<file path="config.mk">
export PLATFORM = sky130hd
export DESIGN_NAME = stepper_position_reply_parser_core
export DESIGN_NICKNAME = d
export VERILOG_FILES = /design/src/hdl/spr_pkg.sv /design/src/hdl/stepper_position_reply_parser_core.sv
export SDC_FILE = /design/constraint.sdc
export NUM_CORES = 1
export LEC_CHECK = 0
export BUFFER_PORTS_ARGS = -buffer_cell sky130_fd_sc_hd__clkbuf_2
export CAP_MARGIN = 20
export CORE_MARGIN = 3
export CORE_UTILIZATION = 40
export DETAILED_ROUTE_END_ITERATION = 10
export SYNTH_ARGS = -nofsm -noshare
export SYNTH_HDL_FRONTEND = slang
export SYNTH_SLANG_ARGS = --single-unit
</file>
<file path="constraint.sdc">
create_clock -name clk_i -period 4.6 [get_ports clk_i]
set_input_delay 0.92 -clock clk_i [delete_from_list [all_inputs] [get_ports clk_i]]
set_output_delay 0.92 -clock clk_i [all_outputs]
set_load 0.1 [all_outputs]
</file>
<file path="src/hdl/spr_pkg.sv">
package spr_pkg;

  // Frame layout and marker bytes.
  localparam int unsigned FrameBytes = 8;
  localparam int unsigned CntW       = $clog2(FrameBytes);
  localparam logic [7:0]  CmdByte    = 8'h36;
  localparam logic [7:0]  TailByte   = 8'h6B;
  localparam logic [7:0]  NegFlag    = 8'h01;

  // Angle format: position times 360, a signed 41-bit integer in degrees.
  localparam int unsigned PosW   = 32;
  localparam int unsigned AngleW = 41;
  localparam logic signed [AngleW-1:0] DegScale = 41'sd360;

  // Configuration register map.
  localparam int unsigned AddrW = 3;
  localparam int unsigned DataW = 32;
  localparam logic [7:0] YawAddrReset   = 8'd1;
  localparam logic [7:0] PitchAddrReset = 8'd2;

  typedef enum logic {
    RegYawAddr   = 1'b0,
    RegPitchAddr = 1'b1
  } reg_idx_e;

  typedef enum logic [1:0] {
    HitNone  = 2'd0,
    HitYaw   = 2'd1,
    HitPitch = 2'd2
  } motor_hit_e;

endpackage

</file>
<file path="src/hdl/stepper_position_reply_parser_core.sv">
// Channel   | Handshake                      | Payload
// ----------+--------------------------------+------------------------------------------
// input     | in_valid_i / in_ready_o        | rx_byte_i
// output    | out_valid_o / out_ready_i      | frame_valid_o, frame_address_o, motor_hit_o,
//           |                                | frame_angle_o, yaw_angle_now_o,
//           |                                | pitch_angle_now_o
// config    | psel, penable, pwrite, pready  | paddr, pwdata, prdata
//
// One byte is accepted per cycle. The eighth byte of each frame yields one
// item that passes through a decode stage, then the multiply by 360 into the
// output register. Bytes that do not close a frame are always accepted; a
// closing byte waits only while both the decode stage and the output register
// are held by a stalled output. Reset clears the byte count, both stored
// angles and the valid flags, and loads the motor addresses to 1 and 2.
module stepper_position_reply_parser_core
  import spr_pkg::*;
(
  input  logic                     clk_i,
  input  logic                     rst_ni,
  input  logic                     in_valid_i,
  output logic                     in_ready_o,
  input  logic [7:0]               rx_byte_i,
  output logic                     out_valid_o,
  input  logic                     out_ready_i,
  output logic                     frame_valid_o,
  output logic [7:0]               frame_address_o,
  output logic [1:0]               motor_hit_o,
  output logic signed [AngleW-1:0] frame_angle_o,
  output logic signed [AngleW-1:0] yaw_angle_now_o,
  output logic signed [AngleW-1:0] pitch_angle_now_o,
  input  logic                     psel,
  input  logic                     penable,
  input  logic                     pwrite,
  input  logic [AddrW-1:0]         paddr,
  input  logic [DataW-1:0]         pwdata,
  output logic [DataW-1:0]         prdata,
  output logic                     pready
);

  logic [7:0]               yaw_addr_q;
  logic [7:0]               pitch_addr_q;
  logic [CntW-1:0]          byte_cnt_q;
  logic [7:0]               frame_q [FrameBytes-1];
  logic                     s1_valid_q;
  logic                     s1_ok_q;
  logic [7:0]               s1_addr_q;
  motor_hit_e               s1_hit_q;
  logic signed [PosW-1:0]   s1_pos_q;
  logic                     out_valid_q;
  logic                     out_ok_q;
  logic [7:0]               out_addr_q;
  motor_hit_e               out_hit_q;
  logic signed [AngleW-1:0] out_angle_q;
  logic signed [AngleW-1:0] yaw_q;
  logic signed [AngleW-1:0] pitch_q;

  logic                     last_byte;
  logic                     in_fire;
  logic                     s2_advance;
  logic                     s1_free;
  logic                     frame_ok;
  logic [PosW-1:0]          raw_pos;
  logic [PosW-1:0]          pos_w;
  motor_hit_e               hit_w;
  logic signed [AngleW-1:0] angle_w;
  reg_idx_e                 reg_sel;

  // Configuration port: always ready, word-aligned decode on address bit 2.
  assign pready  = 1'b1;
  assign reg_sel = reg_idx_e'(paddr[2]);

  always_ff @(posedge clk_i or negedge rst_ni) begin
    if (!rst_ni) begin
      yaw_addr_q   <= YawAddrReset;
      pitch_addr_q <= PitchAddrReset;
    end else if (psel && penable && pwrite && pready) begin
      unique case (reg_sel)
        RegYawAddr:   yaw_addr_q   <= pwdata[7:0];
        RegPitchAddr: pitch_addr_q <= pwdata[7:0];
        default: ;
      endcase
    end
  end

  always_comb begin
    unique case (reg_sel)
      RegYawAddr:   prdata = {{(DataW-8){1'b0}}, yaw_addr_q};
      RegPitchAddr: prdata = {{(DataW-8){1'b0}}, pitch_addr_q};
      default:      prdata = '0;
    endcase
  end

  // Pipeline flow control.
  assign last_byte   = (byte_cnt_q == CntW'(FrameBytes - 1));
  assign s2_advance  = s1_valid_q && (!out_valid_q || out_ready_i);
  assign s1_free     = !s1_valid_q || s2_advance;
  assign in_ready_o  = !last_byte || s1_free;
  assign in_fire     = in_valid_i && in_ready_o;

  // Byte counter, free running over frames from reset.
  always_ff @(posedge clk_i or negedge rst_ni) begin
    if (!rst_ni) begin
      byte_cnt_q <= '0;
    end else if (in_fire) begin
      byte_cnt_q <= last_byte ? '0 : byte_cnt_q + 1'b1;
    end
  end

  // Frame byte store; the closing byte is used directly.
  always_ff @(posedge clk_i) begin
    if (in_fire && !last_byte) begin
      frame_q[byte_cnt_q] <= rx_byte_i;
    end
  end

  // Decode of a completed frame: markers, signed position and target motor.
  always_comb begin
    frame_ok = (frame_q[1] == CmdByte) && (rx_byte_i == TailByte);
    raw_pos  = {frame_q[3], frame_q[4], frame_q[5], frame_q[6]};
    pos_w    = '0;
    hit_w    = HitNone;
    if (frame_ok) begin
      pos_w = (frame_q[2] == NegFlag) ? (PosW'(0) - raw_pos) : raw_pos;
      if (frame_q[0] == yaw_addr_q) begin
        hit_w = HitYaw;
      end else if (frame_q[0] == pitch_addr_q) begin
        hit_w = HitPitch;
      end
    end
  end

  always_ff @(posedge clk_i or negedge rst_ni) begin
    if (!rst_ni) begin
      s1_valid_q <= 1'b0;
    end else if (s1_free) begin
      s1_valid_q <= in_fire && last_byte;
    end
  end

  always_ff @(posedge clk_i) begin
    if (in_fire && last_byte) begin
      s1_ok_q   <= frame_ok;
      s1_addr_q <= frame_q[0];
      s1_hit_q  <= hit_w;
      s1_pos_q  <= $signed(pos_w);
    end
  end

  // Scale to degrees; the product always fits in the angle width.
  assign angle_w = AngleW'(s1_pos_q) * DegScale;

  // Output register and stored angles.
  always_ff @(posedge clk_i or negedge rst_ni) begin
    if (!rst_ni) begin
      out_valid_q <= 1'b0;
      yaw_q       <= '0;
      pitch_q     <= '0;
    end else begin
      if (s2_advance) begin
        out_valid_q <= 1'b1;
        if (s1_hit_q == HitYaw) begin
          yaw_q <= angle_w;
        end
        if (s1_hit_q == HitPitch) begin
          pitch_q <= angle_w;
        end
      end else if (out_ready_i) begin
        out_valid_q <= 1'b0;
      end
    end
  end

  always_ff @(posedge clk_i) begin
    if (s2_advance) begin
      out_ok_q    <= s1_ok_q;
      out_addr_q  <= s1_addr_q;
      out_hit_q   <= s1_hit_q;
      out_angle_q <= angle_w;
    end
  end

  assign out_valid_o       = out_valid_q;
  assign frame_valid_o     = out_ok_q;
  assign frame_address_o   = out_addr_q;
  assign motor_hit_o       = out_hit_q;
  assign frame_angle_o     = out_angle_q;
  assign yaw_angle_now_o   = yaw_q;
  assign pitch_angle_now_o = pitch_q;

endmodule

</file>
[Word-level counts from Yosys, hierarchy flattened]
Memories as Yosys holds them, arrays and structs flattened.
Index checks and enable logic that the tools add are counted.
Storage, ports and cells
  register bits: 189
  memory bits (writable): 56
  input port bits: 50
  output and inout bits: 169
  word-level logic and storage cells: 58
  memories: 1
Cells by class
  $add $sub $neg: 2
  multipliers: 1
  eq/ne operators: 8
  multiplexer cells: 9
  bitwise logic cells: 2
  reduce and logical (&&, ||, !) cells: 19
Memories
  frame_q: words 7, bits a word 8, read ports 7, clocked after memory_dff 0, write ports 1, RTL line stepper_position_reply_parser_core.sv:43  | logic [7:0] frame_q [FrameBytes-1];
Operators by type and width (count)
  32-bit case mux with 2 select lines: 1
  32-bit by 7-bit multiplier with 38-bit output (second input constant): 1
  32-bit 2-to-1 mux: 1
  1-bit by 32-bit subtractor with 32-bit output (first input constant): 1
  8-bit == test: 2
  8-bit by 1-bit == test with 1-bit output (second input constant): 1
  8-bit by 6-bit == test with 1-bit output (second input constant): 1
  8-bit by 7-bit == test with 1-bit output (second input constant): 1
  2-bit AND reduction: 4
  1-bit logical AND: 7
  1-bit 2-to-1 mux: 5
  3-bit by 1-bit adder with 3-bit output (second input constant): 1
  3-bit == test (second input constant): 1
  1-bit zero test: 3
  1-bit logical OR: 3
  3-bit 2-to-1 mux: 1
  2-bit by 1-bit == test with 1-bit output (second input constant): 1
  2-bit == test (second input constant): 1
  2-bit 2-to-1 mux: 1
  1-bit NOT: 2
  2-bit nonzero test: 1
  2-bit OR reduction: 1

[Longest topological paths before layout]
  depth after elaboration: 9
  gate-level depth with buffers: 17
  depth with buffers taken out: 16

[Least setup slack after synthesis]
OpenSTA, ideal clock, no wires.
  kind: reg-to-reg
  start: register s1_pos_q[5]
  end: register out_angle_q[34] (netlist: frame_angle_o[34]) (data pin)
  library setup time: 266 ps
  arrival: 3960 ps
  data required time: 4334 ps
  slack: 374 ps
  cell stages (with the launch flop): 16
  path buffers: 1
  clock period less this slack: 4226 ps
  cell sequence: edfxtp_1 -> ha_1 -> ha_1 -> fa_1 -> inv_1 -> fa_1 -> inv_1 -> ha_1 -> buf_2 -> o211ai_1 -> o211ai_1 -> o2111ai_1 -> a31o_2 -> a211oi_2 -> nor2b_1 -> or3b_1
On the way
  cells in the longest elaborated chain, start to end: 1
Ends and longest elaborated chain
  from (decl): RTL line stepper_position_reply_parser_core.sv:48  | logic signed [PosW-1:0] s1_pos_q;
  from (signal assigned): RTL line stepper_position_reply_parser_core.sv:145  | s1_pos_q <= $signed(pos_w);
  32-bit by 7-bit multiplier with 38-bit output: RTL line stepper_position_reply_parser_core.sv:150  | assign angle_w = AngleW'(s1_pos_q) * DegScale;
  via angle_w[34]: RTL line stepper_position_reply_parser_core.sv:65  | logic signed [AngleW-1:0] angle_w;
  to (signal assigned): RTL line stepper_position_reply_parser_core.sv:178  | out_angle_q <= angle_w;
  to (decl): RTL line stepper_position_reply_parser_core.sv:53  | logic signed [AngleW-1:0] out_angle_q;
The timed path passes the listed nets, and every way through them passes these cells.
A chain may end at the register's enable or synchronous reset.

[Final worst setup path]
  start: register s1_pos_q[6]
  end: register out_angle_q[37] (netlist: frame_angle_o[37]) (data pin)
The elaborated chain is that of the path after synthesis.

==> metrics.txt <==
Avg WL per Cell 15.30 um; Synth Area per Inst between 10 and 15 um^2; final WL about 30,000 um; via count between 9,000 and 10,000; Yosys top cell by area edfxtp_1; final setup vio count 0; minimum clock period 4.417 ns; cell total after placement about 1,900; vias per inst 4.904; layout cells sized above 1 0.2267; CTS Hold Bufs 0; RSZ-0062 raised after global routing true; core area 35,050 um^2; HP Class in -> async; Seq cells post-synth approximately 250; Clk Latency, worst-skew pair roughly 0.55 ns; first-pass GRT wire length about 50,000 um; Crit Path Max Fanout 6; most frequent cell after synthesis nand2_1; worst path buffer plus inverter count 3; Seq/Total Area, Yosys 0.4758; slowest stage delay, CP roughly 0.53 ns; Post-Layout Cell Count just under 2,000; count of maximum capacitance violations 0; vias in the first global route between 9,000 and 10,000; HPWL Detailed around 23,000 um; Crit-path slowest cell fa_1; Rows 68; arrival time at the worst endpoint 4.70 ns; Req. time, crit path about 4.9 ns; total CTS buffers 27; most frequent cells after synthesis nand2_1, inv_1, edfxtp_1; I/O pins between 200 and 250; delay-heaviest family, CP adder cells; die area 38,440 um^2; final max-slew violation count 0; register area 6874 um^2; multi-input logic area ~6800 um^2; crit path kind reg -> reg; Fin Clk Skew roughly 0.016 ns; antenna-violating nets left 0; clock tree buffer depth 3; crit path launch type flip-flop; Die Span Y roughly 200 um; relative slew slack 0.3474; Detailed Routing Iterations Pass 1 4; CTS clk-pin slew, worst paths 0.06 ns; Main synth FF type edfxtp_1; CTS H-tree lvls 1; final-report hold violation count 0; initial antenna violation count 0; Worst-Margin Slew 0.9790 ns; Achievable Freq 0.2264 GHz; Netlist cell types 84; fin util 0.4843; crit-path cells ha_1 > ha_1 > fa_1 > inv_1 > fa_1 > inv_1 > ha_1 > a21oi_1 > nor2_1 > o311ai_2 > o211ai_1 > buf_4 > a41o_1 > and2_1 > xor2_1; area added between synthesis and finish 17.50%; # fillers between 3,000 and 4,000; number of enable flip-flop cells after synthesis roughly 150; gpl congestion 0.8316; n_diodes 0; CTS tree yes; Post-Syn Area approximately 14,000 um^2; Synth area leaders edfxtp_1, dfrtp_1, ha_1, fa_1, nand2_1; Post-Synthesis Cells roughly 1,300; 1st-iter DRT viols ~350; largest net degree at the start of global routing 50; DRC Markers 0; Worst setup EP type flip-flop; Root Buffer clkbuf_16; CP dominant cell by count ha_1; clock sink total 245; Final period util 0.9601; Nets roughly 1,700; gr ovfl total 0; share of flip-flops with an asynchronous set or reset 0.3959; Buffers on Ports 158; Yosys top cell area share 0.3076; Initial Util 0.4122; Overall Global Routing Usage 0.1558; Yosys warnings 0; Die Wd roughly 200 um; status complete, no violations
[final cells by class]
class	count	share of cell area
clock buffer	40	0.04813
inverter	155	0.03427
clock inverter	10	0.005454
sequential	245	0.4049
tap	455	0.03353
multi-input combinational	857	0.4001
timing repair buffer	219	0.07356
[registers in the layout (all words and copies together), names as in the netlist]
signal / count
byte_cnt_q: 3
frame_address_o: 8
frame_angle_o: 38
frame_q: 56
frame_valid_o: 1
motor_hit_o: 2
out_valid_o: 1
pitch_addr_q: 8
pitch_angle_now_o: 38
s1_addr_q: 8
s1_hit_q: 2
s1_ok_q: 1
s1_pos_q: 32
s1_valid_q: 1
yaw_addr_q: 8
yaw_angle_now_o: 38
[kinds of logic (layout without fill, tap and decap cells)]
kind of cell | after synthesis | after routing | synth area share
buffers and inverters | 225 | 424 | 0.06807
muxes | 48 | 48 | 0.03724
AOI/OAI and AO/OA | 179 | 179 | 0.08427
DFF | 245 | 245 | 0.4758
and+or+nand+nor | 360 | 360 | 0.1175
adders and majority gates | 163 | 163 | 0.1723
other | 2 | 34 | 0.0005198
xor gates and xnor gates | 73 | 73 | 0.04425
[repair_timing]
item	4_1_cts	5_1_grt
setup buffers	0	15
setup endpoints to repair	0	25
hold endpoints to repair	0	0
resized for setup	0	13
[per-layer routing]
| metal | up-vias | track usage | routed length, um |
|---|---|---|---|
| li1 | 4801 | - | - |
| met1 | 4630 | 0.2134 | 13920 |
| met2 | 233 | 0.2623 | 14190 |
| met3 | 50 | 0.02387 | 1531 |
| met4 | 0 | 0.03697 | 681 |
| met5 | - | 0 | 0 |
[metrics by stage]
step / setup TNS (ns) / setup WS [ns] / instance area [um^2] / hold slack (ns)
2_1_floorplan: 0 / 0.3743 / 14570 / 0.4003
3_3_place_gp: 0 / 0.1265 / 15870 / 0.4026
3_5_place_dp: 0 / 0.08496 / 15880 / 0.4062
4_1_cts: 0 / 0.03587 / 16780 / 0.4197
5_1_grt: -0.3198 / -0.08141 / 16980 / 0.4321
6_report: 0 / 0.1835 / 16980 / 0.3991
[layout by cell type, fill, tap and decap left out, drive strengths merged, types with 4 or more instances in the layout]
master  Yosys  layout
nor3       13      13
or4         5       5
nand2     176     176
a21oi      58      58
a21o       10      10
conb        2      34
o21bai      7       7
edfxtp    148     148
and2        6       6
nand2b      6       6
o31ai       5       5
ha        103     103
nand4      12      12
nand3      15      15
o41ai       4       4
buf        45      61
dfrtp      95      95
fa         60      60
nor4       10      10
o211ai     10      10
o21ai      41      41
and3       12      12
xor2       37      37
nor2       71      71
clkinv      0       8
xnor2      36      36
clkbuf     25     198
or3         8       8
inv       155     156
mux2       46      46
a31oi      12      12
[path summary, 6_finish.rpt]
check	from	end	slack [ns]	cells past startpoint
max	s1_pos_q[6]$_SDFFCE_PN0P_	frame_angle_o[37]$_DFFE_PP_	0.18	15
min	rst_ni	yaw_angle_now_o[40]$_DFFE_PN0P_	0.40	1
max reg2reg	s1_pos_q[6]$_SDFFCE_PN0P_	frame_angle_o[37]$_DFFE_PP_	0.18	15
min reg2reg	s1_addr_q[0]$_DFFE_PP_	frame_address_o[0]$_DFFE_PP_	0.42	0
max in group asynchronous	rst_ni	yaw_addr_q[0]$_DFFE_PN1P_	3.28	2
min in group clk_i	s1_addr_q[0]$_DFFE_PP_	frame_address_o[0]$_DFFE_PP_	0.42	0
Power is left out: the tool's default activity adds up to more than one toggle a clock period on the data nets, which glitch-free logic cannot reach.
